File: src/design/q2e_pkg.sv
// Shared types, widths, constants and helper functions of the quaternion to Euler angle core
`default_nettype none

package q2e_pkg;

    localparam int COMP_W    = 16;
    localparam int PROD_W    = 32;
    localparam int TERM_W    = 34;
    localparam int T_W       = 30;
    localparam int S_W       = 29;
    localparam int SQ_N_W    = 57;
    localparam int SQ_RES_W  = 59;
    localparam int SQ_STAGES = 29;
    localparam int CX_W      = 37;
    localparam int ANG_W     = 33;
    localparam int OUT_W     = 16;
    localparam int Q_DEPTH   = 4;
    localparam int Q_PTR_W   = 2;
    localparam int Q_CNT_W   = 3;

    localparam logic signed [ANG_W-1:0]  HALF_PI_Q29 = 33'sd843314857;
    localparam logic signed [ANG_W-1:0]  PI_Q29      = 33'sd1686629713;
    localparam logic signed [TERM_W-1:0] ONE_Q28     = 34'sd268435456;
    localparam logic signed [17:0]       ANGLE_LIMIT = 18'sd25736;
    localparam logic [SQ_N_W-1:0]        SQ_ONE      = {1'b1, 56'd0};

    // Rotation sequence codes; even codes are Tait-Bryan, odd are proper Euler
    typedef enum logic [3:0] {
        SEQ_ZYX = 4'd0,
        SEQ_ZYZ = 4'd1,
        SEQ_ZXY = 4'd2,
        SEQ_ZXZ = 4'd3,
        SEQ_YXZ = 4'd4,
        SEQ_YXY = 4'd5,
        SEQ_YZX = 4'd6,
        SEQ_YZY = 4'd7,
        SEQ_XYZ = 4'd8,
        SEQ_XYX = 4'd9,
        SEQ_XZY = 4'd10,
        SEQ_XZX = 4'd11
    } seq_t;

    // One classified request: atan2 operand pairs already ordered for the back end
    typedef struct packed {
        logic signed [TERM_W-1:0] y0;
        logic signed [TERM_W-1:0] x0;
        logic signed [TERM_W-1:0] y2;
        logic signed [TERM_W-1:0] x2;
        logic signed [TERM_W-1:0] r21;
        logic                     proper;
        logic                     invalid;
    } q2e_entry_t;

    // Queue status seen by the two sides
    typedef struct packed {
        logic valid;
        logic full;
    } q2e_qstat_t;

    // round(atan(2^-i) * 2^29)
    function automatic logic signed [ANG_W-1:0] atan_q29(input int unsigned idx);
        logic signed [ANG_W-1:0] val;
        unique case (idx)
            0:  val = 33'sd421657428;
            1:  val = 33'sd248918915;
            2:  val = 33'sd131521918;
            3:  val = 33'sd66762579;
            4:  val = 33'sd33510843;
            5:  val = 33'sd16771758;
            6:  val = 33'sd8387925;
            7:  val = 33'sd4194219;
            8:  val = 33'sd2097141;
            9:  val = 33'sd1048575;
            10: val = 33'sd524288;
            11: val = 33'sd262144;
            12: val = 33'sd131072;
            13: val = 33'sd65536;
            14: val = 33'sd32768;
            15: val = 33'sd16384;
            16: val = 33'sd8192;
            17: val = 33'sd4096;
            18: val = 33'sd2048;
            19: val = 33'sd1024;
            20: val = 33'sd512;
            21: val = 33'sd256;
            22: val = 33'sd128;
            23: val = 33'sd64;
            24: val = 33'sd32;
            25: val = 33'sd16;
            26: val = 33'sd8;
            27: val = 33'sd4;
            28: val = 33'sd2;
            29: val = 33'sd1;
            default: val = '0;
        endcase
        return val;
    endfunction

    // Q.29 angle to Q3.13 with rounding and clamp
    function automatic logic signed [OUT_W-1:0] to_q13(input logic signed [ANG_W-1:0] ang);
        logic signed [ANG_W:0] sum;
        logic signed [17:0]    r;
        sum = {ang[ANG_W-1], ang} + 34'sd32768;
        r   = $signed(sum[ANG_W:16]);
        if (r > ANGLE_LIMIT)
        begin
            r = ANGLE_LIMIT;
        end
        else if (r < -ANGLE_LIMIT)
        begin
            r = -ANGLE_LIMIT;
        end
        return r[OUT_W-1:0];
    endfunction

endpackage

`default_nettype wire

File: src/design/q2e_queue.sv
// Short request queue between front and back ends
`default_nettype none

module q2e_queue import q2e_pkg::*;
(
    input  wire logic       clk,
    input  wire logic       rst_n,
    input  wire logic       push,
    input  wire q2e_entry_t push_entry,
    input  wire logic       pop,
    output q2e_qstat_t      qstat,
    output q2e_entry_t      head
);

    q2e_entry_t           mem_reg [Q_DEPTH];
    logic [Q_PTR_W-1:0]   wr_ptr_reg;
    logic [Q_PTR_W-1:0]   rd_ptr_reg;
    logic [Q_CNT_W-1:0]   count_reg;
    logic                 do_push;
    logic                 do_pop;

    assign qstat.valid = (count_reg != '0);
    assign qstat.full  = (count_reg == Q_CNT_W'(Q_DEPTH));
    assign do_push     = push && !qstat.full;
    assign do_pop      = pop && qstat.valid;
    assign head        = mem_reg[rd_ptr_reg];

    // Storage
    always_ff @(posedge clk)
    begin
        if (do_push)
        begin
            mem_reg[wr_ptr_reg] <= push_entry;
        end
    end

    // Pointers and fill count
    always_ff @(posedge clk or negedge rst_n)
    begin
        if (!rst_n)
        begin
            wr_ptr_reg <= '0;
            rd_ptr_reg <= '0;
            count_reg  <= '0;
        end
        else
        begin
            if (do_push)
            begin
                wr_ptr_reg <= wr_ptr_reg + 1'b1;
            end
            if (do_pop)
            begin
                rd_ptr_reg <= rd_ptr_reg + 1'b1;
            end
            if (do_push && !do_pop)
            begin
                count_reg <= count_reg + 1'b1;
            end
            else if (do_pop && !do_push)
            begin
                count_reg <= count_reg - 1'b1;
            end
        end
    end

endmodule

`default_nettype wire

File: config.mk
export PLATFORM = sky130hd
export DESIGN_NAME = q2e_queue
export DESIGN_NICKNAME = d
export VERILOG_FILES = /design/src/design/q2e_pkg.sv /design/src/design/q2e_queue.sv
export SDC_FILE = /design/constraint.sdc
export NUM_CORES = 1
export LEC_CHECK = 0
export BUFFER_PORTS_ARGS = -buffer_cell sky130_fd_sc_hd__buf_2
export CAP_MARGIN = 20
export CORE_MARGIN = 2
export CORE_UTILIZATION = 45
export DETAILED_ROUTE_END_ITERATION = 8
export GPL_TIMING_DRIVEN = 1
export PLACE_DENSITY = 0.68
export SYNTH_ARGS = -nofsm -noshare
export SYNTH_HDL_FRONTEND = slang
export SYNTH_SLANG_ARGS = --single-unit
File: constraint.sdc
create_clock -name clk -period 12.3 [get_ports clk]
set_clock_uncertainty 0.15 [all_clocks]
set_input_delay 1.845 -clock clk [delete_from_list [all_inputs] [get_ports clk]]
set_output_delay 1.845 -clock clk [all_outputs]
set_load 0.01 [all_outputs]
### Word-level counts from Yosys, hierarchy flattened

Memory sizes are Yosys's and may differ from the RTL's.
Index checks and enable logic that the tools add are counted.

| storage, ports and cells | value |
|---|---|
| output and inout port bits | 174 |
| memories kept | 1 |
| RAM bits | 688 |
| word-level logic and storage cells | 22 |
| register bits | 7 |
| input port bits | 176 |

| cells by class | value |
|---|---|
| mux-type cells | 4 |
| equal/unequal tests | 1 |
| add/sub/neg operators | 4 |
| reductions and logical operators | 9 |

Memories:

| memory | depth | bits a word | read ports | clocked after Yosys merged registers in | write ports | line | source |
|---|---|---|---|---|---|---|---|
| mem_reg | 4 | 172 | 1 | 0 | 1 | q2e_queue.sv:15 | `q2e_entry_t mem_reg [Q_DEPTH];` |

Operator list:

| operator | number |
|---|---|
| two-way mux 3 bit | 2 |
| adder 2 x 1 -> 2 bit, second input constant | 2 |
| logical AND 1 bit | 4 |
| adder 3 x 1 -> 3 bit, second input constant | 1 |
| equality test 3 bit, second input constant | 1 |
| logical NOT 1 bit | 3 |
| nonzero test 3 bit | 1 |
| subtractor 3 x 1 -> 3 bit, second input constant | 1 |
| two-way mux 1 bit | 2 |
| nonzero test 2 bit | 1 |

### Depth between registers and ports, before layout

| logic depth | value |
|---|---|
| word-level depth | 7 |
| gate-level depth with buffers | 9 |
| gate-level depth less buffers | 8 |

### Worst setup path before layout

No wires, ideal clock.

| path | value |
|---|---|
| kind | input to register |
| from | input push |
| to | memory mem_reg[0][0] in the netlist's numbering, enable pin |
| stages on the path | 3 |
| data arrival time | 6,053 ps |
| setup time | 553 ps |
| data required time | 11,597 ps |
| path buffers | 1 |
| slack | 5,544 ps |
| cells stage by stage | nor2b_1 buf_2 and2_1 |

| between the ends | value |
|---|---|
| cells in the longest elaborated chain, start to end | 3 |

RTL lines:

| item | line | source |
|---|---|---|
| start, declared | q2e_queue.sv:8 | `input wire logic push,` |
| logical AND 1 bit | q2e_queue.sv:24 | `assign do_push = push && !qstat.full;` |
| net do_push | q2e_queue.sv:19 | `logic do_push;` |
| two-way mux 1 bit | q2e_queue.sv:31 | `if (do_push)` |
| two-way mux 1 bit (implied by the code) | q2e_queue.sv:33 | `mem_reg[wr_ptr_reg] <= push_entry;` |
| end, declared | q2e_queue.sv:15 |  |

The timed path passes the listed nets, and every way through them passes these cells.

==> results.ini <==
[setup_path]
r2r_cells = 4
r2r-end = mem_reg[2][35]
worstPathRequired_ns = 10.30
cp-start-kind = flip-flop
cp-end-kind = output pin
timing.rr.start = count_reg[2]
arrival_ns = 4.07
r2r_setup_slack_ns = 8.88
crit_type = flip-flop to output pin
cp_max_fo = 49

[detailed_routing]
vias = 11159
ant_nets = 0
wire_per_inst_um = 22.22
first_iter_violations = 590
drc = 0
first_pass_iters = 4
routed_wl_mm = 47.73
viasPerCell = 5.195

[synth]
synth_edf_count = 688
ys_ff_latch = 695
yosysUniqueCellTypes = 22
synth-main-ff-cell = edfxtp_1
syn_nets = 1116
synth_commonest_cells = edfxtp_1, mux4_2, buf_2
synthCells = 934
synth_area_um2 = 25360
synth_top_area_cell = edfxtp_1
ys_top_cells_by_area = edfxtp_1, mux4_2, buf_12
avgSynthCellArea_um2 = 27.15
synth_top_cell_area_share = 0.8148
seq_area_frac_synth = 0.8217
synth.most_common_cell = edfxtp_1
yosys_warnings = 0
synthArstFlopShare = 0.01007

[layout]
multiInputGateArea_um2 = 4104
largest_register_ffs = 688
drive_gt1_frac = 0.4577
area_delta_synth_final_pct = 18.08
fin_area_um2 = 29940
fillers = 4306
finalNetCount = 1511
regArea_um2 = 20840

[floorplanning]
die_h_um = 241.4
rows = 87
die_area_um2 = 58260
die_x_um = 241.4
initial_core_util = 0.4523
coreArea_um2 = 56060
ios = 350

[timing]
max_freq_ghz = 0.1650
fin_setup_tns_ns = 0
hold_viol_final = 0
period_needed_ns = 6.061
slew_headroom = 0.3112
rsz0062_at_grt = no
tightestPinTransition_ns = 1.033
finalSetupViolCount = 0
drv_slew = 0
post-route-period-util = 0.4927

[global_route]
grt_pass1_vias = 11887
grt_max_degree = 64
grt_pass1_wl_mm = 70.62
grtUsageTotal = 0.1636
antenna_found_initial = 14
gr-total-overflow = 0

[place]
gp_congestion = 0.6945
placed_cell_area_um2 = 27750
hpwl_mm = 28.08
io_buffers = 349

[worst_hold_path]
hold_class = flip-flop to flip-flop
hp-start = count_reg[2]
min_to = count_reg[2]
min_path_cells = 1

[cts]
holdBufCountCts = 0
cts_max_path_buffers = 3
cts.clk_slew.worst_paths_ns = 0.06
post_cts_buffers = 0
cts_tree = built
clkSinkCount = 695
htreeDepth = 3
post_cts_resize_count = 0
cts_root_buf = clkbuf_16
numCtsBuffers = 70
clock_latency_ns = 0.59

[power]
leakage_nw = 10.07
vdd_drop_max_mv = 0.1576
power_density_nw_per_um2 = 242.9

[outcome]
status = finished, final reports clean

[flow_run]
drv_cap = 0

==> worst max path at each step <==
stage | startpoint | end | slack (ns)
after detailed placement | rd_ptr_reg[0] | head[101] | 6.61
after global routing | rd_ptr_reg[0] | head[69] | 5.78
after CTS | rd_ptr_reg[0] | head[101] | 5.95
final | rd_ptr_reg[0] | head[69] | 6.24
after floorplan | push | mem_reg[0][0] | 5.54
after global placement | rd_ptr_reg[0] | head[101] | 6.60
==> per-stage QoR <==
stage          hold WS, ns    util  setup slack, ns  power [mW]  cells
3_5_place_dp        0.3292  0.4950            6.608       5.415   2012
6_report            0.3389  0.5340            6.239       7.271   2148
4_1_cts             0.3418  0.5332            5.954       7.397   2138
2_1_floorplan       0.2953       -            5.544       4.771    934
5_1_grt             0.3779  0.5338            5.782       7.630   2143
3_3_place_gp        0.3175  0.4950            6.604       5.390   2012
==> cell type report <==
cell class                      count  share of cell area
Clock inverter                     33            0.007982
Multi-Input combinational cell    196              0.1371
Sequential cell                   695              0.6962
Antenna cell                        9           0.0007523
Tap cell                          756             0.03159
Timing Repair Buffer              363             0.06252
Inverter                            3           0.0003761
Clock buffer                       93             0.06352
==> critical path, cell delays in order (launching register included) <==
cell	delay, ns
dfrtp_4	0.85
buf_4	0.85
buf_4	0.90
mux4_2	0.64
buf_2	0.16
==> kinds of logic (layout without fill, tap and decap cells) <==
| kind of cell | after synthesis | in the layout | synth area share |
|---|---|---|---|
| mux | 174 | 174 | 0.1537 |
| other cells | 0 | 9 | 0 |
| flops | 695 | 695 | 0.8217 |
| fa+ha+maj | 6 | 6 | 0.003257 |
| xor+xnor | 6 | 6 | 0.002073 |
| buf+inv | 43 | 492 | 0.01683 |
| simple gates | 10 | 10 | 0.002467 |
==> metal layers <==
layer	global-route usage	part of all wire
met3	0.05777	0.078
met4	0.06061	0.022
met2	0.2657	0.50
met1	0.2040	0.39
met5	0	0.0021
==> where the power goes <==
| group | total (mW) | internal, mW | switching (mW) |
|---|---|---|---|
| Clock | 1.96 | 1.13 | 0.829 |
| Combinational | 2.00 | 0.914 | 1.09 |
| Sequential | 3.30 | 3.13 | 0.170 |
| Total | 7.27 | 5.18 | 2.09 |
==> cells in the final DEF (no fill, tap or decap), types with 2 or more instances in the layout <==
cell	count
edfxtp_1	688
buf_2	349
mux4_2	172
clkbuf_16	73
clkbuf_1	20
clkinv_1	16
buf_4	13
diode_2	9
clkinv_2	6
ha_1	5
dfrtp_1	5
and2_4	4
xnor2_1	4
clkinvlp_4	4
inv_1	3
xor2_1	2
clkinv_4	2
clkinv_8	2
bufinv_16	2
dfrtp_4	2
Power figures use the tool's default switching activity.
